[src/rtl/core/vrt_pkg.sv]
// ----------------------------------------------------------------------------
// vrt_pkg
// Shared types and constants of the voxel ray traversal core: result codes,
// the command and status words between controller and datapath.
// ----------------------------------------------------------------------------
package vrt_pkg;

	localparam logic [31:0] SATMAX     = 32'hFFFF_FFFF;
	localparam logic [1:0]  AXIS_X     = 2'd0;
	localparam logic [1:0]  AXIS_Y     = 2'd1;
	localparam logic [1:0]  AXIS_Z     = 2'd2;
	localparam logic [1:0]  AXIS_NONE  = 2'd3;
	localparam int          SQRT_STEPS = 32;
	localparam logic [2:0]  JOB_LAST   = 3'd5;

	// what the output register gets loaded with
	typedef enum logic [1:0] {
		RES_QUERY = 2'd0,
		RES_HIT   = 2'd1,
		RES_MISS  = 2'd2
	} res_t;

	// controller to datapath
	typedef struct packed {
		logic       start_load;
		logic       kind_load;
		logic       sq_load;
		logic       sum_load;
		logic       sqrt_step;
		logic       div_load;
		logic       div_step;
		logic       div_store;
		logic [1:0] job_axis;
		logic       job_next;
		logic       choose;
		logic       advance;
		logic       emit;
		res_t       res;
	} vrt_cmd_t;

	// datapath to controller
	typedef struct packed {
		logic start_zero;
		logic adv_end;
		logic out_free;
		logic out_valid;
	} vrt_sts_t;

endpackage

[src/rtl/core/voxel_ray_traversal_core.sv]
// ----------------------------------------------------------------------------
// voxel_ray_traversal_core
// Grid ray walker: normalizes a start direction, then steps voxel by voxel
// on each map answer until a solid voxel, the reach or the step limit.
//
//   channel  | signals                         | dir
//   ---------+---------------------------------+-----
//   input    | in_valid, in_stall, payload     | in
//   output   | out_valid, out_stall, payload   | out
//   config   | cfg_we, cfg_wdata               | in
//
// An answer goes through the choose, step and emit states to the output
// word; a solid answer goes straight to emit. A start runs the bit-serial
// root (32 steps) and the shared divider (FRAC_BITS+17 steps per division).
// in_stall is high while an item is in work; a stalled output word holds,
// and a new item is still taken while the last word waits.
// Reset clears the ray state (nc_q and cs_q to SATMAX) and sets reach to 10.0.
// ----------------------------------------------------------------------------
module voxel_ray_traversal_core #(
	parameter int FRAC_BITS  = 16,
	parameter int STEP_LIMIT = 512
) (
	input  logic               clk,
	input  logic               arst_n,
	input  logic               in_valid,
	output logic               in_stall,
	input  logic               action,
	input  logic signed [31:0] origin_x,
	input  logic signed [31:0] origin_y,
	input  logic signed [31:0] origin_z,
	input  logic signed [15:0] dir_x,
	input  logic signed [15:0] dir_y,
	input  logic signed [15:0] dir_z,
	input  logic [7:0]         voxel_kind,
	input  logic               voxel_solid,
	output logic               out_valid,
	input  logic               out_stall,
	output logic               result_kind,
	output logic signed [15:0] vox_x,
	output logic signed [15:0] vox_y,
	output logic signed [15:0] vox_z,
	output logic signed [15:0] prev_x,
	output logic signed [15:0] prev_y,
	output logic signed [15:0] prev_z,
	output logic               hit,
	output logic [7:0]         hit_kind,
	output logic [1:0]         face_axis,
	output logic               face_negative,
	output logic [19:0]        hit_distance,
	input  logic               cfg_we,
	input  logic [19:0]        cfg_wdata
);
	import vrt_pkg::*;

	localparam int DIV_STEPS = FRAC_BITS + 17;

	vrt_cmd_t cmd;
	vrt_sts_t sts;

	// sequencer
	vrt_ctrl #(
		.DIV_STEPS(DIV_STEPS)
	) u_ctrl (
		.clk        (clk),
		.arst_n     (arst_n),
		.in_valid   (in_valid),
		.in_stall   (in_stall),
		.action     (action),
		.voxel_solid(voxel_solid),
		.sts        (sts),
		.cmd        (cmd)
	);

	// arithmetic and state
	vrt_dp #(
		.FRAC_BITS (FRAC_BITS),
		.STEP_LIMIT(STEP_LIMIT)
	) u_dp (
		.clk          (clk),
		.arst_n       (arst_n),
		.cmd          (cmd),
		.sts          (sts),
		.origin_x     (origin_x),
		.origin_y     (origin_y),
		.origin_z     (origin_z),
		.dir_x        (dir_x),
		.dir_y        (dir_y),
		.dir_z        (dir_z),
		.voxel_kind   (voxel_kind),
		.cfg_we       (cfg_we),
		.cfg_wdata    (cfg_wdata),
		.out_stall    (out_stall),
		.out_valid    (out_valid),
		.result_kind  (result_kind),
		.vox_x        (vox_x),
		.vox_y        (vox_y),
		.vox_z        (vox_z),
		.prev_x       (prev_x),
		.prev_y       (prev_y),
		.prev_z       (prev_z),
		.hit          (hit),
		.hit_kind     (hit_kind),
		.face_axis    (face_axis),
		.face_negative(face_negative),
		.hit_distance (hit_distance)
	);

endmodule

[src/rtl/core/vrt_dp.sv]
// ----------------------------------------------------------------------------
// vrt_dp
// Datapath: ray state, bit-serial square root and divider for setup,
// axis choice and step, result word register.
// ----------------------------------------------------------------------------
module vrt_dp #(
	parameter int FRAC_BITS  = 16,
	parameter int STEP_LIMIT = 512
) (
	input  logic               clk,
	input  logic               arst_n,
	input  vrt_pkg::vrt_cmd_t  cmd,
	output vrt_pkg::vrt_sts_t  sts,
	input  logic signed [31:0] origin_x,
	input  logic signed [31:0] origin_y,
	input  logic signed [31:0] origin_z,
	input  logic signed [15:0] dir_x,
	input  logic signed [15:0] dir_y,
	input  logic signed [15:0] dir_z,
	input  logic [7:0]         voxel_kind,
	input  logic               cfg_we,
	input  logic [19:0]        cfg_wdata,
	input  logic               out_stall,
	output logic               out_valid,
	output logic               result_kind,
	output logic signed [15:0] vox_x,
	output logic signed [15:0] vox_y,
	output logic signed [15:0] vox_z,
	output logic signed [15:0] prev_x,
	output logic signed [15:0] prev_y,
	output logic signed [15:0] prev_z,
	output logic               hit,
	output logic [7:0]         hit_kind,
	output logic [1:0]         face_axis,
	output logic               face_negative,
	output logic [19:0]        hit_distance
);
	import vrt_pkg::*;

	localparam int NW = FRAC_BITS + 17;
	localparam int QW = (NW > 33) ? NW : 33;
	localparam int PW = FRAC_BITS + 33;
	localparam int FW = FRAC_BITS + 1;
	localparam int SW = $clog2(STEP_LIMIT + 1);
	localparam logic [31:0] REACH_CAP = 32'(10 * (64'd1 << FRAC_BITS));
	localparam logic [FW-1:0] ONE_FX = FW'(64'd1 << FRAC_BITS);

	logic [31:0]          reach_q;
	logic [31:0]          cur_q [3];
	logic [31:0]          last_q [3];
	logic [31:0]          nc_q [3];
	logic [31:0]          cs_q [3];
	logic [2:0]           nz_q;
	logic [2:0]           pos_q;
	logic [15:0]          mag_q [3];
	logic [FRAC_BITS-1:0] fr_q [3];
	logic [31:0]          sq_q [3];
	logic [31:0]          trav_q;
	logic [1:0]           last_axis_q;
	logic [1:0]           ax_q;
	logic [SW-1:0]        steps_q;
	logic [7:0]           kind_q;
	logic [63:0]          v_q;
	logic [31:0]          root_q;
	logic [34:0]          srem_q;
	logic [NW-1:0]        dq_q;
	logic [15:0]          drem_q;
	logic                 out_valid_q;

	logic signed [15:0] dir_in [3];
	logic signed [31:0] org_in [3];
	assign dir_in = '{dir_x, dir_y, dir_z};
	assign org_in = '{origin_x, origin_y, origin_z};

	logic [31:0] reach_lim;
	assign reach_lim = (reach_q < REACH_CAP) ? reach_q : REACH_CAP;

	// sqrt step
	logic [34:0] rem_sh, trial;
	assign rem_sh = {srem_q[32:0], v_q[63:62]};
	assign trial  = {1'b0, root_q, 2'b01};

	// divider step
	logic [15:0] dmag;
	logic [16:0] dsh;
	logic [17:0] ddiff;
	assign dmag  = mag_q[cmd.job_axis];
	assign dsh   = {drem_q, dq_q[NW-1]};
	assign ddiff = {1'b0, dsh} - {2'b00, dmag};

	// numerator of the current job
	logic [FW-1:0] fsel;
	logic [PW-1:0] prod;
	logic [QW-1:0] qext;
	logic [31:0]   qsat;
	assign fsel = pos_q[cmd.job_axis] ? (ONE_FX - FW'(fr_q[cmd.job_axis]))
	                                  : FW'(fr_q[cmd.job_axis]);
	assign prod = cmd.job_next ? PW'(fsel) * PW'(root_q)
	                           : PW'(root_q) << FRAC_BITS;
	assign qext = QW'(dq_q);
	assign qsat = ((dmag == 16'd0) || (|qext[QW-1:32])) ? SATMAX : qext[31:0];

	// step along the chosen axis
	logic [31:0]   nc_ax;
	logic [32:0]   nc_sum;
	logic [SW-1:0] steps_inc;
	assign nc_ax     = nc_q[ax_q];
	assign nc_sum    = {1'b0, nc_ax} + {1'b0, cs_q[ax_q]};
	assign steps_inc = steps_q + SW'(1);

	assign sts.start_zero = ((dir_x == 16'sd0) && (dir_y == 16'sd0) && (dir_z == 16'sd0))
	                        || (reach_q == 32'd0);
	assign sts.adv_end    = !nz_q[ax_q] || (nc_ax > reach_lim)
	                        || (steps_inc >= SW'(STEP_LIMIT));
	assign sts.out_free   = !out_valid_q || !out_stall;
	assign sts.out_valid  = out_valid_q;

	// config register
	always_ff @(posedge clk or negedge arst_n) begin
		if (!arst_n) begin
			reach_q <= REACH_CAP;
		end else if (cfg_we) begin
			reach_q <= 32'(cfg_wdata);
		end
	end

	// ray state
	always_ff @(posedge clk or negedge arst_n) begin
		if (!arst_n) begin
			for (int k = 0; k < 3; k++) begin
				cur_q[k]  <= '0;
				last_q[k] <= '0;
				nc_q[k]   <= SATMAX;
				cs_q[k]   <= SATMAX;
			end
			nz_q        <= '0;
			pos_q       <= '0;
			trav_q      <= '0;
			last_axis_q <= AXIS_NONE;
			steps_q     <= '0;
		end else begin
			if (cmd.start_load) begin
				for (int k = 0; k < 3; k++) begin
					cur_q[k]  <= 32'(org_in[k] >>> FRAC_BITS);
					last_q[k] <= 32'(org_in[k] >>> FRAC_BITS);
					nz_q[k]   <= (dir_in[k] != 16'sd0);
					pos_q[k]  <= (dir_in[k] > 16'sd0);
				end
				trav_q      <= '0;
				last_axis_q <= AXIS_NONE;
				steps_q     <= '0;
			end
			if (cmd.div_store) begin
				if (cmd.job_next) begin
					nc_q[cmd.job_axis] <= qsat;
				end else begin
					cs_q[cmd.job_axis] <= qsat;
				end
			end
			if (cmd.choose) begin
				for (int k = 0; k < 3; k++) begin
					last_q[k] <= cur_q[k];
				end
			end
			if (cmd.advance && nz_q[ax_q]) begin
				trav_q       <= nc_ax;
				cur_q[ax_q]  <= pos_q[ax_q] ? cur_q[ax_q] + 32'd1 : cur_q[ax_q] - 32'd1;
				nc_q[ax_q]   <= nc_sum[32] ? SATMAX : nc_sum[31:0];
				last_axis_q  <= ax_q;
				steps_q      <= steps_inc;
			end
		end
	end

	// setup arithmetic: magnitudes, squares, root, divider; voxel kind and axis choice
	always_ff @(posedge clk) begin
		if (cmd.start_load) begin
			for (int k = 0; k < 3; k++) begin
				mag_q[k] <= dir_in[k][15] ? 16'(~dir_in[k] + 16'sd1) : 16'(dir_in[k]);
				fr_q[k]  <= org_in[k][FRAC_BITS-1:0];
			end
		end
		if (cmd.sq_load) begin
			for (int k = 0; k < 3; k++) begin
				sq_q[k] <= 32'(mag_q[k]) * 32'(mag_q[k]);
			end
		end
		if (cmd.sum_load) begin
			v_q    <= {sq_q[0] + sq_q[1] + sq_q[2], 32'd0};
			root_q <= '0;
			srem_q <= '0;
		end
		if (cmd.sqrt_step) begin
			v_q <= {v_q[61:0], 2'b00};
			if (rem_sh >= trial) begin
				srem_q <= rem_sh - trial;
				root_q <= {root_q[30:0], 1'b1};
			end else begin
				srem_q <= rem_sh;
				root_q <= {root_q[30:0], 1'b0};
			end
		end
		if (cmd.div_load) begin
			dq_q   <= NW'(prod >> 16);
			drem_q <= '0;
		end
		if (cmd.div_step) begin
			if (!ddiff[17]) begin
				drem_q <= ddiff[15:0];
				dq_q   <= {dq_q[NW-2:0], 1'b1};
			end else begin
				drem_q <= dsh[15:0];
				dq_q   <= {dq_q[NW-2:0], 1'b0};
			end
		end
		if (cmd.kind_load) begin
			kind_q <= voxel_kind;
		end
		if (cmd.choose) begin
			if (nc_q[0] <= nc_q[1] && nc_q[0] <= nc_q[2]) begin
				ax_q <= AXIS_X;
			end else if (nc_q[1] <= nc_q[0] && nc_q[1] <= nc_q[2]) begin
				ax_q <= AXIS_Y;
			end else begin
				ax_q <= AXIS_Z;
			end
		end
	end

	// output word valid
	always_ff @(posedge clk or negedge arst_n) begin
		if (!arst_n) begin
			out_valid_q <= 1'b0;
		end else if (cmd.emit) begin
			out_valid_q <= 1'b1;
		end else if (!out_stall) begin
			out_valid_q <= 1'b0;
		end
	end

	// output word payload
	always_ff @(posedge clk) begin
		if (cmd.emit) begin
			case (cmd.res)
				RES_QUERY: begin
					result_kind   <= 1'b0;
					vox_x         <= cur_q[0][15:0];
					vox_y         <= cur_q[1][15:0];
					vox_z         <= cur_q[2][15:0];
					prev_x        <= '0;
					prev_y        <= '0;
					prev_z        <= '0;
					hit           <= 1'b0;
					hit_kind      <= '0;
					face_axis     <= AXIS_X;
					face_negative <= 1'b0;
					hit_distance  <= '0;
				end
				RES_HIT: begin
					result_kind   <= 1'b1;
					vox_x         <= cur_q[0][15:0];
					vox_y         <= cur_q[1][15:0];
					vox_z         <= cur_q[2][15:0];
					prev_x        <= last_q[0][15:0];
					prev_y        <= last_q[1][15:0];
					prev_z        <= last_q[2][15:0];
					hit           <= 1'b1;
					hit_kind      <= kind_q;
					face_axis     <= last_axis_q;
					face_negative <= (last_axis_q != AXIS_NONE) && pos_q[last_axis_q];
					hit_distance  <= trav_q[19:0];
				end
				// miss
				default: begin
					result_kind   <= 1'b1;
					vox_x         <= '0;
					vox_y         <= '0;
					vox_z         <= '0;
					prev_x        <= '0;
					prev_y        <= '0;
					prev_z        <= '0;
					hit           <= 1'b0;
					hit_kind      <= '0;
					face_axis     <= AXIS_NONE;
					face_negative <= 1'b0;
					hit_distance  <= '0;
				end
			endcase
		end
	end

	assign out_valid = out_valid_q;

endmodule

[src/rtl/core/vrt_ctrl.sv]
// ----------------------------------------------------------------------------
// vrt_ctrl
// Controller: sequences ray setup (squares, root, six divisions), the
// per-answer choose and step, and the hand-off to the output register.
// ----------------------------------------------------------------------------
module vrt_ctrl #(
	parameter int DIV_STEPS = 33
) (
	input  logic              clk,
	input  logic              arst_n,
	input  logic              in_valid,
	output logic              in_stall,
	input  logic              action,
	input  logic              voxel_solid,
	input  vrt_pkg::vrt_sts_t sts,
	output vrt_pkg::vrt_cmd_t cmd
);
	import vrt_pkg::*;

	localparam int MAXS = (DIV_STEPS > SQRT_STEPS) ? DIV_STEPS : SQRT_STEPS;
	localparam int CW   = $clog2(MAXS);

	typedef enum logic [9:0] {
		ST_IDLE   = 10'b00_0000_0001,
		ST_PREP   = 10'b00_0000_0010,
		ST_SUM    = 10'b00_0000_0100,
		ST_SQRT   = 10'b00_0000_1000,
		ST_DLOAD  = 10'b00_0001_0000,
		ST_DITER  = 10'b00_0010_0000,
		ST_DSTORE = 10'b00_0100_0000,
		ST_CHOOSE = 10'b00_1000_0000,
		ST_ADV    = 10'b01_0000_0000,
		ST_EMIT   = 10'b10_0000_0000
	} state_t;

	state_t        st_q, st_d;
	logic [CW-1:0] cnt_q, cnt_d;
	logic [2:0]    job_q, job_d;
	res_t          res_q, res_d;
	logic          active_q, active_d;
	logic          in_acc;

	assign in_stall = (st_q != ST_IDLE);
	assign in_acc   = in_valid && !in_stall;

	// next state and commands
	always_comb begin
		st_d     = st_q;
		cnt_d    = cnt_q;
		job_d    = job_q;
		res_d    = res_q;
		active_d = active_q;
		cmd          = '0;
		cmd.res      = res_q;
		cmd.job_axis = job_q[2:1];
		cmd.job_next = job_q[0];
		unique case (st_q)
			ST_IDLE: begin
				if (in_acc) begin
					if (!action) begin
						cmd.start_load = 1'b1;
						if (sts.start_zero) begin
							res_d    = RES_MISS;
							active_d = 1'b0;
							st_d     = ST_EMIT;
						end else begin
							active_d = 1'b1;
							st_d     = ST_PREP;
						end
					end else if (active_q) begin
						cmd.kind_load = 1'b1;
						if (voxel_solid) begin
							res_d    = RES_HIT;
							active_d = 1'b0;
							st_d     = ST_EMIT;
						end else begin
							st_d = ST_CHOOSE;
						end
					end
				end
			end
			ST_PREP: begin
				cmd.sq_load = 1'b1;
				st_d        = ST_SUM;
			end
			ST_SUM: begin
				cmd.sum_load = 1'b1;
				cnt_d        = CW'(SQRT_STEPS - 1);
				st_d         = ST_SQRT;
			end
			ST_SQRT: begin
				cmd.sqrt_step = 1'b1;
				cnt_d         = cnt_q - CW'(1);
				if (cnt_q == '0) begin
					job_d = '0;
					st_d  = ST_DLOAD;
				end
			end
			ST_DLOAD: begin
				cmd.div_load = 1'b1;
				cnt_d        = CW'(DIV_STEPS - 1);
				st_d         = ST_DITER;
			end
			ST_DITER: begin
				cmd.div_step = 1'b1;
				cnt_d        = cnt_q - CW'(1);
				if (cnt_q == '0) begin
					st_d = ST_DSTORE;
				end
			end
			ST_DSTORE: begin
				cmd.div_store = 1'b1;
				if (job_q == JOB_LAST) begin
					res_d = RES_QUERY;
					st_d  = ST_EMIT;
				end else begin
					job_d = job_q + 3'd1;
					st_d  = ST_DLOAD;
				end
			end
			ST_CHOOSE: begin
				cmd.choose = 1'b1;
				st_d       = ST_ADV;
			end
			ST_ADV: begin
				cmd.advance = 1'b1;
				if (sts.adv_end) begin
					res_d    = RES_MISS;
					active_d = 1'b0;
				end else begin
					res_d = RES_QUERY;
				end
				st_d = ST_EMIT;
			end
			ST_EMIT: begin
				if (sts.out_free) begin
					cmd.emit = 1'b1;
					st_d     = ST_IDLE;
				end
			end
			default: begin
				st_d = ST_IDLE;
			end
		endcase
	end

	// control registers
	always_ff @(posedge clk or negedge arst_n) begin
		if (!arst_n) begin
			st_q     <= ST_IDLE;
			cnt_q    <= '0;
			job_q    <= '0;
			res_q    <= RES_QUERY;
			active_q <= 1'b0;
		end else begin
			st_q     <= st_d;
			cnt_q    <= cnt_d;
			job_q    <= job_d;
			res_q    <= res_d;
			active_q <= active_d;
		end
	end

`ifndef SYNTH
	a_emit_sets_valid: assert property (@(posedge clk) disable iff (!arst_n)
		(st_q == ST_EMIT && sts.out_free) |=> sts.out_valid)
		else $error("output word not loaded on emit");
	a_adv_to_emit: assert property (@(posedge clk) disable iff (!arst_n)
		(st_q == ST_ADV) |=> (st_q == ST_EMIT))
		else $error("step did not produce a word");
	a_div_count: assert property (@(posedge clk) disable iff (!arst_n)
		(st_q == ST_DITER) |-> (cnt_q <= CW'(DIV_STEPS - 1)))
		else $error("divider count out of range");
	a_job_range: assert property (@(posedge clk) disable iff (!arst_n)
		(st_q == ST_DLOAD) |-> (job_q <= JOB_LAST))
		else $error("setup job out of range");
`endif

endmodule
[config.mk]
export PLATFORM = sky130hd
export DESIGN_NAME = voxel_ray_traversal_core
export DESIGN_NICKNAME = d
export VERILOG_FILES = /design/src/rtl/core/vrt_pkg.sv /design/src/rtl/core/voxel_ray_traversal_core.sv /design/src/rtl/core/vrt_dp.sv /design/src/rtl/core/vrt_ctrl.sv
export SDC_FILE = /design/constraint.sdc
export NUM_CORES = 2
export LEC_CHECK = 0
export BUFFER_PORTS_ARGS = -buffer_cell sky130_fd_sc_hd__buf_2
export CAP_MARGIN = 0
export CORE_UTILIZATION = 45
export DETAILED_ROUTE_END_ITERATION = 16
export PLACE_DENSITY = 0.71
export SYNTH_ARGS = -nofsm -noshare
export SYNTH_HDL_FRONTEND = slang
export SYNTH_SLANG_ARGS = --single-unit
export TNS_END_PERCENT = 20
[constraint.sdc]
create_clock -name clk -period 10.8 [get_ports clk]
set_input_delay 2.16 -clock clk [delete_from_list [all_inputs] [get_ports clk]]
set_output_delay 2.16 -clock clk [all_outputs]
set_load 0.005 [all_outputs]
== After elaboration in Yosys (flattened, before gate mapping) ==
Memories as Yosys holds them, arrays and structs flattened.
Index checks and enable logic that the tools add are counted.

* $add $sub $neg: 14
* Multiply operators: 4
* Div/mod/pow operators: 0
* Order comparisons: 18
* Equal/unequal tests: 25
* Shift-type cells: 0
* Muxes and demuxes: 115
* Bitwise logic cells: 6
* Reduce and logical (&&, ||, !) cells: 43

{| class="wikitable"
|+ Operators with widths
! operator !! number
|-
| 2-to-1 mux 96 bit || 5
|-
| 2-to-1 mux 32 bit || 13
|-
| bitwise mux 96 bit || 4
|-
| binary-select mux 32 bit (select 2 bit) || 3
|-
| 2-to-1 mux 33 bit || 5
|-
| 2-to-1 mux 80 bit || 2
|-
| demux 32 bit (select 2 bit) || 2
|-
| <= comparator 32 bit || 4
|-
| 2-to-1 mux 64 bit || 2
|-
| 2-to-1 mux 10 bit || 11
|-
| case mux 10 bit (10 select lines) || 1
|-
| multiplier 16 x 16 -> 32 bit || 3
|-
| 2-to-1 mux 16 bit || 6
|-
| adder 32 bit || 2
|-
| logical NOT 16 bit || 4
|-
| 2-to-1 mux 20 bit || 3
|-
| multiplier 17 x 32 -> 49 bit || 1
|-
| 2-to-1 mux 49 bit || 1
|-
| adder 16 x 2 -> 16 bit (second input constant) || 3
|-
| > comparator 16 x 1 -> 1 bit (second input constant) || 3
|-
| inverter 16 bit || 3
|-
| nonzero test 16 bit || 3
|-
| >= comparator 35 x 34 -> 1 bit || 1
|-
| adder 32 x 32 -> 33 bit || 1
|-
| 56 further kinds || 139
|}

* Register bits after elaboration: 702
* Bits in latches: 0
* Memory bits (writable): 192
* ROM bits: 0
* Input port bits: 179
* Output and inout bits: 131
* Memories kept: 3

{| class="wikitable"
|+ Memories
! memory !! depth !! bits a word !! read ports !! clocked after Yosys merged registers in !! write ports !! line !! text
|-
| u_dp.sq_q || 3 || 32 || 3 || 0 || 3 || vrt_dp.sv:57 || <nowiki>logic [31:0] sq_q [3];</nowiki>
|-
| u_dp.fr_q || 3 || 16 || 1 || 0 || 3 || vrt_dp.sv:56 || <nowiki>logic [FRAC_BITS-1:0] fr_q [3];</nowiki>
|-
| u_dp.mag_q || 3 || 16 || 4 || 0 || 3 || vrt_dp.sv:55 || <nowiki>logic [15:0] mag_q [3];</nowiki>
|}

== Depth between registers and ports, before layout ==
* Word-level depth: 10
* Mapped depth: 37
* Depth with buffers taken out: 33

== Modules after synthesis ==
Synthesis repeated with hierarchy kept, for this count alone.

* Cells, all modules: 8870
* Area, all modules: 84562.4 um2

{| class="wikitable"
|+ By module, submodules not included
! module !! instances !! cells each !! area each (um2)
|-
| vrt_dp || 1 || 8711 || 83139.7
|-
| vrt_ctrl || 1 || 159 || 1422.6
|}

== Least setup slack after synthesis ==
OpenSTA, ideal clock, no wires.

* Path kind: input to register
* Start point: in out_stall
* End point: reg u_dp.face_axis[0], enable pin
* Setup time: 0.659 ns
* Arrival: 8.390 ns
* Required time: 10.141 ns
* Path slack: 1.750 ns
* Cell stages on the path: 1
* Buffers on the path: 0
* Path through: a21oi_1

* Word-level cells in the longest chain between the ends: 4

{| class="wikitable"
|+ RTL lines
! what !! line !! text
|-
| from (decl) || voxel_ray_traversal_core.sv:37 || <nowiki>input logic out_stall,</nowiki>
|-
| logical NOT 1 bit || vrt_dp.sv:115 || <nowiki>assign sts.out_free = !out_valid_q || !out_stall;</nowiki>
|-
| logical OR 1 bit || vrt_dp.sv:115 ||
|-
| 2-to-1 mux 1 bit || vrt_ctrl.sv:136 || <nowiki>if (sts.out_free) begin</nowiki>
|-
| 2-to-1 mux 1 bit || vrt_ctrl.sv:57 || <nowiki>unique case (st_q)</nowiki>
|-
| to (signal assigned) || vrt_dp.sv:269 || <nowiki>face_axis <= last_axis_q;</nowiki>
|-
| to (decl) || vrt_dp.sv:34 || <nowiki>output logic [1:0] face_axis,</nowiki>
|}

Every way passes these cells.
A chain may end at the register's enable or synchronous reset.

== Worst setup path after layout ==
* Start point: reg u_ctrl.job_q[1]
* End point: reg u_dp.dq_q[32] (data pin)

* Word-level cells in the longest chain between the ends: 7

{| class="wikitable"
|+ RTL lines
! what !! line !! text
|-
| from (decl) || vrt_ctrl.sv:38 || <nowiki>logic [2:0] job_q, job_d;</nowiki>
|-
| from (signal assigned) || vrt_ctrl.sv:158 || <nowiki>job_q <= job_d;</nowiki>
|-
| memory (3 x 16 bit) or binary-select mux 1 bit (select 2 bit) (tied branches) || -- ||
|-
| subtractor 17 x 16 -> 17 bit or 2-to-1 mux 1 bit (tied branches) || vrt_dp.sv:96 || <nowiki>assign fsel = pos_q[cmd.job_axis] ? (ONE_FX - FW'(fr_q[cmd.job_axis]))</nowiki>
|-
| 2-to-1 mux 17 bit * || vrt_dp.sv:96 ||
|-
| multiplier 17 x 32 -> 49 bit * || vrt_dp.sv:98 || <nowiki>assign prod = cmd.job_next ? PW'(fsel) * PW'(root_q)</nowiki>
|-
| 2-to-1 mux 49 bit * || vrt_dp.sv:98 ||
|-
| 2-to-1 mux 33 bit * || vrt_dp.sv:203 || <nowiki>if (cmd.div_load) begin</nowiki>
|-
| 2-to-1 mux 33 bit * || vrt_dp.sv:207 || <nowiki>if (cmd.div_step) begin</nowiki>
|-
| to (signal assigned) || vrt_dp.sv:204 || <nowiki>dq_q <= NW'(prod >> 16);</nowiki>
|-
| to (signal assigned) || vrt_dp.sv:210 || <nowiki>dq_q <= {dq_q[NW-2:0], 1'b1};</nowiki>
|-
| to (signal assigned) || vrt_dp.sv:213 || <nowiki>dq_q <= {dq_q[NW-2:0], 1'b0};</nowiki>
|-
| to (decl) || vrt_dp.sv:66 || <nowiki>logic [NW-1:0] dq_q;</nowiki>
|}

Mark *: on every way between the ends. The rest lies on a longest branch, timed or not. The select of a mux whose other input is x is not followed.

==> results by group <==
Logic synthesis
  • Register area share after synthesis: ~28%
  • Syn Nets: between 10000 and 15000
  • Largest family of logic cells by synthesized area: adder cells
  • Post-synthesis compound-gate area fraction: around a tenth
  • Post-synth EDFFs: around 470
  • Primary FF master, synth: edfxtp_1
  • Fraction of synthesized area in multiplexers: roughly 2.4%
  • Post-Synth XOR/XNOR Area: around 2.9%
  • Post-Syn Area: 0.08377 mm2
  • Most area-hungry cell type in the Yosys netlist: fa_1
  • Simple-Gate Fraction of Synth Area: ~15%
  • Area contributors post-synth: fa_1 23%, edfxtp_1 17%, ha_1 9.8%, inv_1 6.4%, dfstp_2 6.2%
  • Synth top area share: 23.25%
  • Ys Warns: 0
  • Avg Inst Size Synth: ~9.4 um2
  • Fraction of the mapped netlist area in adder cells: 33.08%
  • Flops & latches, synth: ~840
  • Mapped Cells: approximately 8900
  • Ys async rst share: approximately 44%
  • Distinct cells, synth: 80

Critical path
  • Worst setup EP type: flop
  • Worst path most repeated cell: fa_1
  • Worst path slowest cell: dfrtp_2
  • CP max FO: 21
  • R2R Setup Slk: roughly 1.1 ns
  • Reg2reg start: u_ctrl.job_q[1]
  • Reg2reg path depth: 31
  • Startpoint types: flop
  • CP required: 11.32 ns
  • CP Class: flop to flop
  • Peak per-stage delay on the critical path: 0.75 ns
  • Reg2reg end: u_dp.dq_q[32]
  • Crit path arrival time: ~10 ns

Status
  • Outcome: finished clean

Placed design
  • Post-DP HPWL: between 150000 and 200000 um
  • Placed Area: 0.08781 mm2
  • Dpl ws: 1.264 ns
  • GPL Wtd Cong: between 0.9 and 1
  • Port Buffers: between 300 and 400

Clocking
  • CTS tree: done
  • Clk buf depth: 3
  • Clock root cell: clkbuf_16
  • Post-CTS setup repair buffer count: 0
  • Clock Pin Slew Worst Setup and Hold Paths: around 0.060 ns
  • Post-CTS sizing: 0
  • Clk_lat worst skew: between 0.7 and 0.8 ns
  • H-tree Lvls: 3
  • Sink Count: 843
  • Hold buffer count at CTS: 0
  • Cts bufs inserted: 96

Floorplanning
  • Die area: 0.1879 mm2
  • Chip width: between 400 and 500 um
  • Die height: between 400 and 500 um
  • I/O pins: 310
  • Cell Rows: approximately 160
  • Core ar.: around 0.18 mm2
  • Initial Util: a little under half

Layout
  • Util after Layout: ~50%
  • Finished layout cell area: 0.09120 mm2
  • Most common cell after layout, fill and taps aside: inv_1
  • Synth-to-Final Area Change: 8.872%
  • Most frequent cells in the layout: 1431 x inv_1, 1307 x nand2_1, 973 x fa_1
  • Final #Nets: 10840
  • Layout cells sized above 1: a little under a tenth

Timing
  • Slew Limit Fails: 0
  • FMAX: between 100 and 150 MHz
  • Final worst slack: approximately 1.1 ns
  • Final setup vio count: 0
  • RSZ-0062 raised after global routing: false
  • Period minus WS final: slightly below 10 ns
  • Slew headroom: approximately 17%
  • Fin crit share: ~90%
  • Setup tns final: 0 ns
  • Final Hold Viols: 0
  • Final worst clock skew: between 0.1 and 0.15 ns
  • Worst-Margin Slew: about 1.2 ns

Global route
  • GRT overflow: 0
  • Total Routing Usage GR: around a quarter
  • Largest net degree at the start of global routing: 100
  • Global-route wire length before repair: 361800 um
  • Vias in the first global route: around 66000
  • Antenna violations before repair: 5

Detailed routing
  • First-pass detailed-route iteration total: 6
  • DRC Markers: 0
  • Wirelength, routed: ~230000 um
  • Routed length per instance: around 20 um
  • Average vias per placed instance: roughly 5.5
  • ANT nets after route: 0
  • Initial DRC count: roughly 4400
  • Via count: approximately 64000

Run
  • Max cap viols: 0

Hold path
  • Hold Crit Start: u_dp.trav_q[19]
  • Hold path depth: 2
  • Hold EP: u_dp.trav_q[19]
  • Worst hold path type: flop to flop
## synth_stat cells, drive strengths merged (35+ instances only)
library cell,number
inv,1431
nand2,1311
fa,973
ha,658
o21ai,534
edfxtp,474
nor2,446
and2,398
a21oi,389
clkbuf,358
dfstp,197
xnor2,184
dfrtp,172
mux2i,170
nand3,151
a21o,145
xor2,97
nor2b,95
nor3,74
nand4,62
and3,56
a211oi,41
nand2b,40
buf,38
o21a,35
o31ai,35
## worst max-delay path by stage
stage | startpoint | to | slack [ns] | depth (start not counted)
final | u_ctrl.job_q[1] | u_dp.dq_q[32] | 1.06 | 31
after global routing | u_ctrl.job_q[1] | u_dp.dq_q[32] | 0.67 | 31
after CTS | u_ctrl.job_q[1] | u_dp.dq_q[32] | 1.19 | 31
after detailed placement | u_ctrl.job_q[1] | u_dp.dq_q[32] | 1.26 | 31
after global placement | u_ctrl.job_q[1] | u_dp.dq_q[32] | 1.44 | 31
after floorplan | out_stall | u_dp.face_axis[0] | 1.75 | 1
## flip-flops by register name (all words and copies together) (netlist names), 48 cells and up
signal	count
u_dp.cur_q	48
u_dp.sq_q	93
u_dp.mag_q	48
u_dp.nc_q	96
u_dp.cs_q	96
u_dp.last_q	48
u_dp.fr_q	48
## final cells by class
class | instances | area (um2)
Inverter | 1434 | 5388
Tap cell | 2464 | 3083
Antenna cell | 1 | 2.502
Sequential cell | 843 | 23720
Fill cell | 16840 | 92860
Multi-Input combinational cell | 6261 | 53440
Timing Repair Buffer | 392 | 2180
Clock inverter | 53 | 732.0
Clock buffer | 128 | 2654
## metrics by stage
stage | hold WS [ns] | std cells
5_1_grt | 0.4936 | 11580
4_1_cts | 0.4800 | 11580
3_5_place_dp | 0.4666 | 11390
2_1_floorplan | 0.4304 | 8934
3_3_place_gp | 0.4448 | 11390
6_report | 0.4756 | 11580
## cells by family after synthesis
group | after synthesis
AO/OA/AOI/OAI | 1418
flip-flops | 843
adder cells (fa/ha/maj) | 1631
multiplexers | 196
AND/OR/NAND/NOR | 2735
buffers and inverters | 1830
XOR/XNOR | 281
## metal layers
| metal | up-vias | global-route usage [%] | share of wire, % |
|---|---|---|---|
| met1 | 31740 | 31.40 | 41 |
| met3 | 500 | 3.517 | 6.8 |
| met4 | 0 | 10.26 | 4.4 |
| li1 | 29090 | - | - |
| met5 | - | 0 | 0 |
| met2 | 2336 | 41.40 | 48 |
## worst max-delay path, delay by kind of cell (launching register included)
family,cells,cell delay (ns)
xor+xnor,2,0.68
flops,1,0.75
mux,1,0.19
fa+ha+maj,7,3.46
buf+inv,5,0.89
simple gates,7,1.29
compound gates,9,2.18
Power is not shown: default switching activity piles up to over one toggle a cycle in this logic, so the estimate is an artifact.
